===== src/mdcs_pkg.sv =====
`timescale 1ns / 1ps
// Package for the motor drip/clean sequencer: payload structs, command codes,
// controller states, command/status structs and the fixed profile tables.
package mdcs_pkg;

    localparam int DutyMax = 1023;

    typedef enum logic [2:0] {
        CMD_TICK     = 3'd0,
        CMD_SPEED    = 3'd1,
        CMD_TIMED    = 3'd2,
        CMD_STOP     = 3'd3,
        CMD_CLN_FAST = 3'd4,
        CMD_CLN_SLOW = 3'd5,
        CMD_CLN_MAN  = 3'd6,
        CMD_PURGE    = 3'd7
    } cmd_t;

    typedef enum logic [1:0] {
        REG_PULSE_DUTY = 2'd0,
        REG_PULSE_MS   = 2'd1,
        REG_PURGE_MS   = 2'd2,
        REG_KICK_MS    = 2'd3
    } reg_idx_t;

    typedef struct packed {
        logic [2:0]  command;
        logic [7:0]  speed;
        logic [31:0] duration_ms;
    } in_item_t;

    typedef struct packed {
        logic [9:0] duty;
        logic       beep;
        logic       drip_active;
        logic       clean_active;
    } out_item_t;

    typedef enum logic [2:0] {
        ST_IDLE,
        ST_S1,
        ST_S2,
        ST_S3,
        ST_OUT
    } state_t;

    typedef struct packed {
        logic start;
        logic step1;
        logic step2;
        logic step3;
    } ctl_cmd_t;

    typedef logic [127:0][9:0]  duty_tbl_t;
    typedef logic [127:0][13:0] period_tbl_t;

    // phase 1: kick+drip, phase 2: speed, drip start and clean, phase 3: timeout and stop

    function automatic logic [15:0] prof_on(input logic [1:0] m);
        case (m)
            2'd0:    prof_on = 16'd5000;
            2'd1:    prof_on = 16'd20000;
            default: prof_on = 16'd2000;
        endcase
    endfunction

    function automatic logic [15:0] prof_off(input logic [1:0] m);
        case (m)
            2'd0:    prof_off = 16'd1000;
            2'd1:    prof_off = 16'd2000;
            default: prof_off = 16'd500;
        endcase
    endfunction

    function automatic logic [6:0] prof_speed(input logic [1:0] m);
        case (m)
            2'd1:    prof_speed = 7'd60;
            default: prof_speed = 7'd100;
        endcase
    endfunction

    function automatic logic [3:0] prof_cycles(input logic [1:0] m);
        case (m)
            2'd2:    prof_cycles = 4'd15;
            default: prof_cycles = 4'd10;
        endcase
    endfunction

    // duty curve for 1..100, computed at elaboration
    function automatic logic [9:0] curve_duty(input logic [6:0] p);
        logic [31:0] v;
        v = 32'(p) * 32'(p) * 32'd8 + 32'd20000;
        if (p == 7'd0)
            curve_duty = '0;
        else
            curve_duty = 10'((64'(v) * 64'(DutyMax)) / 64'd100000);
    endfunction

    function automatic logic [9:0] pct_duty(input logic [6:0] p);
        pct_duty = 10'((32'(p) * 32'(DutyMax)) / 32'd100);
    endfunction

    // burst period for speed 1..100
    function automatic logic [13:0] drip_period_of(input logic [6:0] p);
        logic [15:0] mapped;
        logic [15:0] per;
        mapped = 16'((32'(p) * 32'd45 + 32'd99) / 32'd100);
        if (mapped == 16'd0)
            per = 16'd50;
        else
            per = 16'(32'd10000 / 32'(mapped));
        if (per < 16'd50)
            per = 16'd50;
        drip_period_of = per[13:0];
    endfunction

    function automatic duty_tbl_t build_curve_tbl();
        duty_tbl_t tbl;
        for (int p = 0; p < 128; p++)
            tbl[p] = curve_duty(7'(p));
        return tbl;
    endfunction

    function automatic duty_tbl_t build_pct_tbl();
        duty_tbl_t tbl;
        for (int p = 0; p < 128; p++)
            tbl[p] = pct_duty(7'(p));
        return tbl;
    endfunction

    function automatic period_tbl_t build_period_tbl();
        period_tbl_t tbl;
        for (int p = 0; p < 128; p++)
            tbl[p] = drip_period_of(7'(p));
        return tbl;
    endfunction

    localparam duty_tbl_t   CurveTbl  = build_curve_tbl();
    localparam duty_tbl_t   PctTbl    = build_pct_tbl();
    localparam period_tbl_t PeriodTbl = build_period_tbl();

endpackage


===== src/mdcs_ctrl.sv =====
`timescale 1ns / 1ps
// Controller for the sequencer: sequences the per-item phases and the
// result handshake. Depends on mdcs_pkg.
module mdcs_ctrl
    import mdcs_pkg::*;
(
    input  logic     clk,
    input  logic     rst_n,
    input  logic     in_valid,
    input  logic     out_stall,
    output logic     in_stall,
    output logic     out_valid,
    output ctl_cmd_t cmd
);

    state_t state_reg, state_next;

    always_ff @(posedge clk or negedge rst_n)
    begin
        if (!rst_n)
            state_reg <= ST_IDLE;
        else
            state_reg <= state_next;
    end

    always_comb
    begin
        state_next = state_reg;
        case (state_reg)
            ST_IDLE: if (in_valid) state_next = ST_S1;
            ST_S1:   state_next = ST_S2;
            ST_S2:   state_next = ST_S3;
            ST_S3:   state_next = ST_OUT;
            ST_OUT:  if (!out_stall) state_next = in_valid ? ST_S1 : ST_IDLE;
            default: state_next = ST_IDLE;
        endcase
    end

    always_comb
    begin
        cmd       = '0;
        in_stall  = 1'b1;
        out_valid = 1'b0;
        case (state_reg)
            ST_IDLE:
            begin
                in_stall  = 1'b0;
                cmd.start = in_valid;
            end
            ST_S1:   cmd.step1 = 1'b1;
            ST_S2:   cmd.step2 = 1'b1;
            ST_S3:   cmd.step3 = 1'b1;
            ST_OUT:
            begin
                out_valid = 1'b1;
                in_stall  = out_stall;
                cmd.start = in_valid && !out_stall;
            end
            default: ;
        endcase
    end

    a_one_side: assert property (@(posedge clk) disable iff (!rst_n)
        !(out_valid && (cmd.step1 || cmd.step2 || cmd.step3)))
        else $error("result shown mid-item");
    a_seq: assert property (@(posedge clk) disable iff (!rst_n)
        cmd.step1 |=> cmd.step2)
        else $error("phase order broken");
    a_hold: assert property (@(posedge clk) disable iff (!rst_n)
        out_valid && out_stall |=> out_valid)
        else $error("result dropped while stalled");

endmodule


===== src/mdcs_dp.sv =====
`timescale 1ns / 1ps
// Datapath for the sequencer: motor, drip, clean and timeout state, the
// configuration registers and the result register. Depends on mdcs_pkg.
module mdcs_dp
    import mdcs_pkg::*;
(
    input  logic       clk,
    input  logic       rst_n,
    input  ctl_cmd_t   cmd,
    input  in_item_t   item,
    input  logic       cfg_we,
    input  logic [1:0] cfg_idx,
    input  logic [15:0] cfg_wdata,
    output out_item_t  res
);

    logic [6:0]  pdut_reg;
    logic [9:0]  pms_reg, kms_reg;
    logic [15:0] purge_reg;

    in_item_t    it_reg;
    logic [9:0]  duty_reg, duty_next, tgt_reg, tgt_next, kick_reg, kick_next;
    logic        run_reg, run_next, don_reg, don_next, dph_reg, dph_next;
    logic [13:0] dper_reg, dper_next, dcnt_reg, dcnt_next;
    logic [31:0] tmo_reg, tmo_next;
    logic [1:0]  cm_reg, cm_next;
    logic [3:0]  cyc_reg, cyc_next;
    logic        cph_reg, cph_next, beep_reg, beep_next;
    logic [14:0] ccnt_reg, ccnt_next;

    logic [6:0] spd, pd;
    logic [9:0] pms1, kms1;
    logic [1:0] m;
    logic [9:0] kick_duty;

    assign kick_duty = 10'((32'(DutyMax) * 32'd7) / 32'd10);
    assign spd  = (it_reg.speed > 8'd100) ? 7'd100 : it_reg.speed[6:0];
    assign pd   = (pdut_reg > 7'd100) ? 7'd100 : pdut_reg;
    assign pms1 = (pms_reg == '0) ? 10'd1 : pms_reg;
    assign kms1 = (kms_reg == '0) ? 10'd1 : kms_reg;
    assign m    = it_reg.command[1:0];

    always_ff @(posedge clk or negedge rst_n)
    begin
        if (!rst_n)
        begin
            pdut_reg  <= 7'd70;
            pms_reg   <= 10'd10;
            purge_reg <= 16'd20000;
            kms_reg   <= 10'd100;
        end
        else if (cfg_we)
        begin
            case (reg_idx_t'(cfg_idx))
                REG_PULSE_DUTY: pdut_reg  <= cfg_wdata[6:0];
                REG_PULSE_MS:   pms_reg   <= cfg_wdata[9:0];
                REG_PURGE_MS:   purge_reg <= cfg_wdata;
                REG_KICK_MS:    kms_reg   <= cfg_wdata[9:0];
                default: ;
            endcase
        end
    end

    always_ff @(posedge clk)
    begin
        if (cmd.start)
            it_reg <= item;
    end

    always_comb
    begin
        logic [9:0] t;
        logic       sp_en;
        logic [6:0] sp_v;
        duty_next = duty_reg; tgt_next = tgt_reg; kick_next = kick_reg;
        run_next = run_reg; don_next = don_reg; dph_next = dph_reg;
        dper_next = dper_reg; dcnt_next = dcnt_reg; tmo_next = tmo_reg;
        cm_next = cm_reg; cyc_next = cyc_reg; cph_next = cph_reg;
        ccnt_next = ccnt_reg; beep_next = beep_reg;
        sp_en = 1'b0; sp_v = '0;
        t = '0;
        if (cmd.start)
            beep_next = 1'b0;
        if (cmd.step1)
        begin
            if (cmd_t'(it_reg.command) == CMD_TICK)
            begin
                if (kick_reg != '0)
                begin
                    kick_next = kick_reg - 10'd1;
                    if (kick_reg == 10'd1 && run_reg)
                        duty_next = tgt_reg;
                end
                if (don_reg && dcnt_reg != '0 && dcnt_reg == 14'd1)
                begin
                    if (dph_reg)
                    begin
                        duty_next = '0;
                        dph_next  = 1'b0;
                        dcnt_next = (dper_reg > 14'(pms1)) ? dper_reg - 14'(pms1) : 14'd10;
                    end
                    else
                    begin
                        duty_next = PctTbl[pd];
                        dph_next  = 1'b1;
                        dcnt_next = 14'(pms1);
                    end
                end
                else if (don_reg && dcnt_reg != '0)
                    dcnt_next = dcnt_reg - 14'd1;
            end
            else if (cmd_t'(it_reg.command) != CMD_STOP && don_reg)
            begin
                don_next = 1'b0; dcnt_next = '0; duty_next = '0;
            end
        end
        if (cmd.step2)
        begin
            case (cmd_t'(it_reg.command))
                CMD_TICK:
                    if (ccnt_reg != '0)
                    begin
                        ccnt_next = ccnt_reg - 15'd1;
                        if (ccnt_reg == 15'd1 && cm_reg != 2'd0)
                        begin
                            if (cph_reg)
                            begin
                                sp_en = 1'b1;
                                cph_next = 1'b0;
                                if (cyc_reg == 4'd1 || cyc_reg == 4'd0)
                                begin
                                    cyc_next = '0; cm_next = '0; beep_next = 1'b1;
                                end
                                else
                                begin
                                    cyc_next  = cyc_reg - 4'd1;
                                    ccnt_next = 15'(prof_off(cm_reg - 2'd1));
                                end
                            end
                            else
                            begin
                                sp_en = 1'b1; sp_v = prof_speed(cm_reg - 2'd1);
                                cph_next  = 1'b1;
                                ccnt_next = 15'(prof_on(cm_reg - 2'd1));
                            end
                        end
                    end
                CMD_SPEED: begin sp_en = 1'b1; sp_v = spd; end
                CMD_TIMED:
                    if (spd != '0)
                    begin
                        don_next  = 1'b1;
                        dper_next = PeriodTbl[spd];
                        dph_next  = 1'b1;
                        duty_next = PctTbl[pd];
                        dcnt_next = 14'(pms1);
                    end
                CMD_CLN_FAST, CMD_CLN_SLOW, CMD_CLN_MAN:
                begin
                    cm_next  = m + 2'd1;
                    cyc_next = prof_cycles(m);
                    cph_next = 1'b1;
                    sp_en = 1'b1; sp_v = prof_speed(m);
                    ccnt_next = 15'(prof_on(m));
                end
                CMD_PURGE: begin sp_en = 1'b1; sp_v = 7'd100; end
                default: ;
            endcase
            if (sp_en)
            begin
                if (sp_v == '0)
                begin
                    run_next = 1'b0; kick_next = '0; duty_next = '0;
                end
                else
                begin
                    t = CurveTbl[sp_v];
                    tgt_next = t;
                    if (!run_reg)
                    begin
                        run_next = 1'b1;
                        if (32'(t) < 32'(DutyMax / 2))
                        begin
                            duty_next = kick_duty;
                            kick_next = kms1;
                        end
                        else
                            duty_next = t;
                    end
                    else
                        duty_next = t;
                end
            end
        end
        if (cmd.step3)
        begin
            case (cmd_t'(it_reg.command))
                CMD_TICK:
                    if (tmo_reg != '0)
                    begin
                        tmo_next = tmo_reg - 32'd1;
                        if (tmo_reg == 32'd1)
                            beep_next = 1'b1;
                    end
                CMD_TIMED:
                    if (it_reg.duration_ms != '0)
                        tmo_next = it_reg.duration_ms;
                CMD_PURGE:
                    tmo_next = (purge_reg == '0) ? 32'd1 : 32'(purge_reg);
                default: ;
            endcase
            if ((cmd_t'(it_reg.command) == CMD_TICK && tmo_reg == 32'd1)
                || cmd_t'(it_reg.command) == CMD_STOP)
            begin
                if (don_reg)
                    duty_next = '0;
                don_next = 1'b0; dcnt_next = '0;
                tmo_next = '0; ccnt_next = '0;
                run_next = 1'b0; kick_next = '0; duty_next = '0;
                cm_next = '0; cyc_next = '0; cph_next = 1'b0;
            end
        end
    end

    always_ff @(posedge clk or negedge rst_n)
    begin
        if (!rst_n)
        begin
            duty_reg <= '0; tgt_reg <= '0; kick_reg <= '0; run_reg <= 1'b0;
            don_reg <= 1'b0; dph_reg <= 1'b0; dper_reg <= '0; dcnt_reg <= '0;
            tmo_reg <= '0; cm_reg <= '0; cyc_reg <= '0; cph_reg <= 1'b0;
            ccnt_reg <= '0; beep_reg <= 1'b0;
        end
        else
        begin
            duty_reg <= duty_next; tgt_reg <= tgt_next; kick_reg <= kick_next;
            run_reg <= run_next; don_reg <= don_next; dph_reg <= dph_next;
            dper_reg <= dper_next; dcnt_reg <= dcnt_next; tmo_reg <= tmo_next;
            cm_reg <= cm_next; cyc_reg <= cyc_next; cph_reg <= cph_next;
            ccnt_reg <= ccnt_next; beep_reg <= beep_next;
        end
    end

    assign res.duty         = duty_reg;
    assign res.beep         = beep_reg;
    assign res.drip_active  = don_reg;
    assign res.clean_active = (cm_reg != 2'd0);

    a_drip_period: assert property (@(posedge clk) disable iff (!rst_n)
        don_reg |-> dper_reg >= 14'd50)
        else $error("burst period below floor");
    a_clean_idle: assert property (@(posedge clk) disable iff (!rst_n)
        cm_reg == 2'd0 |-> !cph_reg || ccnt_reg != '0 || $past(cm_reg) == 2'd0)
        else $error("clean phase left on");
    a_stop: assert property (@(posedge clk) disable iff (!rst_n)
        cmd.step3 && cmd_t'(it_reg.command) == CMD_STOP |=> duty_reg == '0 && !don_reg)
        else $error("stop left motor driven");

endmodule


===== src/motor_drip_clean_sequencer_top.sv =====
`timescale 1ns / 1ps
// Motor drip/clean sequencer top level: command/tick in, one duty result out.
// Depends on mdcs_pkg, mdcs_ctrl and mdcs_dp.
//
// Input channel in/in_valid/in_stall carries command, speed and duration_ms.
// Each transfer yields exactly one result on out/out_valid/out_stall: the
// duty now held, a beep flag, and drip and clean activity flags.
// An item is captured, then runs three datapath phases in order
// (kickstart and drip counters, speed and clean sequence, timeout and stop),
// then the result is shown. The next item is taken in the same cycle the
// result transfers, so a new item is not taken before the last result has
// gone; this order is set by the phase sequencer in the controller.
// Reset clears all motor state and loads the register defaults (pulse duty
// 70, pulse 10 ticks, purge 20000 ticks, kickstart 100 ticks).
// While out_stall is high with a result shown, the result holds and in_stall stays high.
// Configuration: cfg_we, cfg_index and cfg_data; write only while idle.
module motor_drip_clean_sequencer_top
    import mdcs_pkg::*;
(
    input  logic        clk,
    input  logic        rst_n,
    input  in_item_t    in,
    input  logic        in_valid,
    output logic        in_stall,
    output out_item_t   out,
    output logic        out_valid,
    input  logic        out_stall,
    input  logic        cfg_we,
    input  logic [1:0]  cfg_index,
    input  logic [15:0] cfg_data
);

    ctl_cmd_t cmd;

    mdcs_ctrl u_ctrl (
        .clk       (clk),
        .rst_n     (rst_n),
        .in_valid  (in_valid),
        .out_stall (out_stall),
        .in_stall  (in_stall),
        .out_valid (out_valid),
        .cmd       (cmd)
    );

    mdcs_dp u_dp (
        .clk       (clk),
        .rst_n     (rst_n),
        .cmd       (cmd),
        .item      (in),
        .cfg_we    (cfg_we),
        .cfg_idx   (cfg_index),
        .cfg_wdata (cfg_data),
        .res       (out)
    );

endmodule

===== config.mk =====
export PLATFORM = sky130hd
export DESIGN_NAME = motor_drip_clean_sequencer_top
export DESIGN_NICKNAME = d
export VERILOG_FILES = /design/src/mdcs_pkg.sv /design/src/mdcs_ctrl.sv /design/src/mdcs_dp.sv /design/src/motor_drip_clean_sequencer_top.sv
export SDC_FILE = /design/constraint.sdc
export NUM_CORES = 1
export LEC_CHECK = 0
export BUFFER_PORTS_ARGS = -buffer_cell sky130_fd_sc_hd__buf_4
export CORE_MARGIN = 4
export CORE_UTILIZATION = 30
export CTS_CLUSTER_SIZE = 20
export DETAILED_ROUTE_END_ITERATION = 7
export PLACE_DENSITY_LB_ADDON = 0.15
export SLEW_MARGIN = 10
export SYNTH_ARGS = -nofsm -noshare
export SYNTH_HDL_FRONTEND = slang
export SYNTH_SLANG_ARGS = --single-unit

===== constraint.sdc =====
create_clock -name clk -period 11.9 [get_ports clk]
set_input_delay 1.19 -clock clk [delete_from_list [all_inputs] [get_ports clk]]
set_output_delay 1.19 -clock clk [all_outputs]
set_load 0.05 [all_outputs]

==> flow_metrics.env <==
export IMPL_grt_max_degree=95
export IMPL_p_clk_frac=0.203
export IMPL_layout_cells_non_filler=2726
export IMPL_hp_start="u_dp.tgt_reg[8]"
export IMPL_synthCells=2028
export IMPL_cts_post_setup_buffers_inserted=0
export IMPL_p_comb_frac=0.495
export IMPL_cts_buffer_depth=3
export IMPL_p_per_area_mw_per_mm2=224.5
export IMPL_mostFrequentLayoutCells="nand2_1 (222), o21ai_0 (207), nor2_1 (185)"
export IMPL_design_area_mm2=0.01822
export IMPL_seqPwrFrac=0.302
export IMPL_synth_edf_count=43
export IMPL_relSlewSlack=0.2560
export IMPL_cts_root_buf="clkbuf_16"
export IMPL_start_util=0.3055
export IMPL_clk_latency_ns=0.58
export IMPL_drt_total_wl_um=58480
export IMPL_fmax_ghz=0.1631
export IMPL_coreArea_mm2=0.05297
export IMPL_cts_sinks=205
export IMPL_grt_ovfl_total=0
export IMPL_cp_arrival_ns=6.55
export IMPL_setup_tns_ns=0
export IMPL_final_common_cell="nand2_1"
export IMPL_ys_flop_type="dfrtp_1"
export IMPL_vias=16140
export IMPL_nets=2148
export IMPL_cp_start_kind="flip-flop"
export IMPL_async_flop_share=0.7902
export IMPL_final_setup_viol_count=0
export IMPL_final_hold_viol_count=0
export IMPL_critical_path_class="flip-flop to flip-flop"
export IMPL_switchingPower_mw=1.897
export IMPL_antenna_found_initial=0
export IMPL_cts_hold_buf=0
export IMPL_power_total_mw=4.089
export IMPL_place_hpwl_um=41300
export IMPL_first_global_vias=15560
export IMPL_vias_per_cell=5.919
export IMPL_cts_max_level=1
export IMPL_path_max_fanout=21
export IMPL_r2r_start="u_dp.it_reg[36]"
export IMPL_dr_pass1_iters=6
export IMPL_drive_above_1_share=0.1251
export IMPL_grt_pass1_wl_um=91220
export IMPL_dieWidth_um=240.3
export IMPL_netlist_area_mm2=0.01618
export IMPL_dieArea_mm2=0.05772
export IMPL_postCtsResizedCells=0
export IMPL_ios=81
export IMPL_cts_tree="built"
export IMPL_postLayoutCoreUtil=0.3439
export IMPL_multi_input_area_mm2=0.009997
export IMPL_hold_slack_ns=0.4825
export IMPL_slew_viol_final=0
export IMPL_numCtsBuffers=26
export IMPL_ys_seq_area_frac=0.3313
export IMPL_dr_first_iter_drc_count=1512
export IMPL_startpoint="u_dp.it_reg[36]"
export IMPL_post_dp_cell_area_mm2=0.01732
export IMPL_dpl_worst_slack_ns=5.972
export IMPL_num_rows=84
export IMPL_drtAntennaViolNets=0
export IMPL_grt_usage=0.1948
export IMPL_worst_pin_slew_ns=1.112
export IMPL_end_kind="flip-flop"
export IMPL_rrSetupSlack_ns=5.77
export IMPL_fin_ws_ns=5.769
export IMPL_ir_drop_mv=0.1167
export IMPL_min_period_over_period=0.5152
export IMPL_n_fill_cell=5658
export IMPL_p_leak_nw=7.151
export IMPL_largest_reg_flops=43
export IMPL_outcome="complete, no violations"
export IMPL_syn_num_nets=2158
export IMPL_dp_cells=2678
export IMPL_die_y_um=240.3
export IMPL_postSynthAreaPerCell_um2=7.980
export IMPL_swShare=0.4638
export IMPL_synth_seq_cells=205
export IMPL_critPathRequiredTime_ns=12.32
export IMPL_synth_top_area_frac=0.2304
export IMPL_fin_skew_ns=0.04517
export IMPL_routedWlPerCell_um=21.45
export IMPL_gp_congestion=0.9163
export IMPL_syn_to_final_growth_pct=12.57
export IMPL_maxCapViolations=0
export IMPL_io_buffers=80
export IMPL_synth_area_leaders="dfrtp_1 (23%), edfxtp_1 (8.0%), o21ai_0 (6.5%)"
export IMPL_rsz0062_at_grt="false"
export IMPL_clk_pin_slew_ns=0.06
export IMPL_post_route_min_period_ns=6.131
export IMPL_diodes=0
export IMPL_p_int_mw=2.193
export IMPL_yosysWarningCount=0
export IMPL_synth_cell_types=91
export IMPL_regArea_mm2=0.005361
export IMPL_synth_largest_area_cell="dfrtp_1"
export IMPL_hold_path_class="flip-flop to flip-flop"
export IMPL_drc=0
final timing paths:
check / end / cells after the start
worst max-delay path: u_dp.kick_reg[4] / 13
worst min-delay path: u_dp.tgt_reg[8] / 1
worst max register to register: u_dp.kick_reg[4] / 13
worst min register to register: u_dp.tgt_reg[8] / 1
max in group asynchronous: u_dp.duty_reg[6] / 2
min in group asynchronous: u_dp.tmo_reg[18] / 1
area by class of cell:
| type | instances | area share |
|---|---|---|
| flip-flops and latches | 205 | 0.2943 |
| clock buffers | 33 | 0.03942 |
| clock inverters | 15 | 0.01010 |
| inverters | 61 | 0.01257 |
| repair buffers | 115 | 0.04760 |
| well taps | 688 | 0.04725 |
| multi-input cells | 1609 | 0.5488 |
metal layers:
metal  up-vias  share of wire  GRT usage
met5         -              0          0
met4         0          0.023    0.04512
met3        98          0.058    0.02512
met2       577           0.45     0.3098
met1      7880           0.47     0.2827
li1       7580              -          -
worst max-delay path, stage by stage (launching register included):
cell and delay [ns]:
edfxtp_1 0.66, or4_1 0.68, nand2_1 0.39, nand3_1 0.56, clkinv_1 0.48, ha_1 0.73, nand2_1 0.18, a221oi_1 0.36
a211oi_1 0.09, or4_1 0.60, or4_4 0.57, o21bai_4 0.30, nor2_2 0.17, o2bb2ai_1 0.18
power by group through the flow:
stage	logic, mW	registers, mW	clock network [mW]
after CTS	2.01	1.23	0.855
final	2.02	1.23	0.832
after global placement	2.00	1.23	0
after detailed placement	2.01	1.24	0
after floorplan	1.46	1.17	0
after global routing	2.24	1.27	0.881
logic make-up (layout without fill, tap and decap cells):
group / count (synthesis) / after routing / share of synthesized area
AO/OA/AOI/OAI: 732 / 732 / 0.2943
XOR/XNOR: 52 / 52 / 0.02814
adder cells (fa/ha/maj): 64 / 64 / 0.04995
buffers and inverters: 214 / 224 / 0.05296
flip-flops: 205 / 205 / 0.3313
multiplexers: 60 / 60 / 0.04036
AND/OR/NAND/NOR: 701 / 701 / 0.2030
Yosys cell counts, types with 18 or more instances:
master and instances:
o211ai_1 35, nor4_1 33, dfrtp_1 149, inv_1 56, nand2_1 222, mux2i_1 18
nand3_1 52, a221oi_1 20, clkbuf_1 125, a21oi_1 159, a22oi_1 19, nor2_1 185
mux2_2 42, o22ai_1 28, ha_1 63, a211oi_1 31, o221ai_1 18, xnor2_1 31
o21ai_0 210, nor3_1 79, a31oi_1 33, xor2_1 21, edfxtp_1 43
Note: power is estimated with default switching activity, not from simulation.
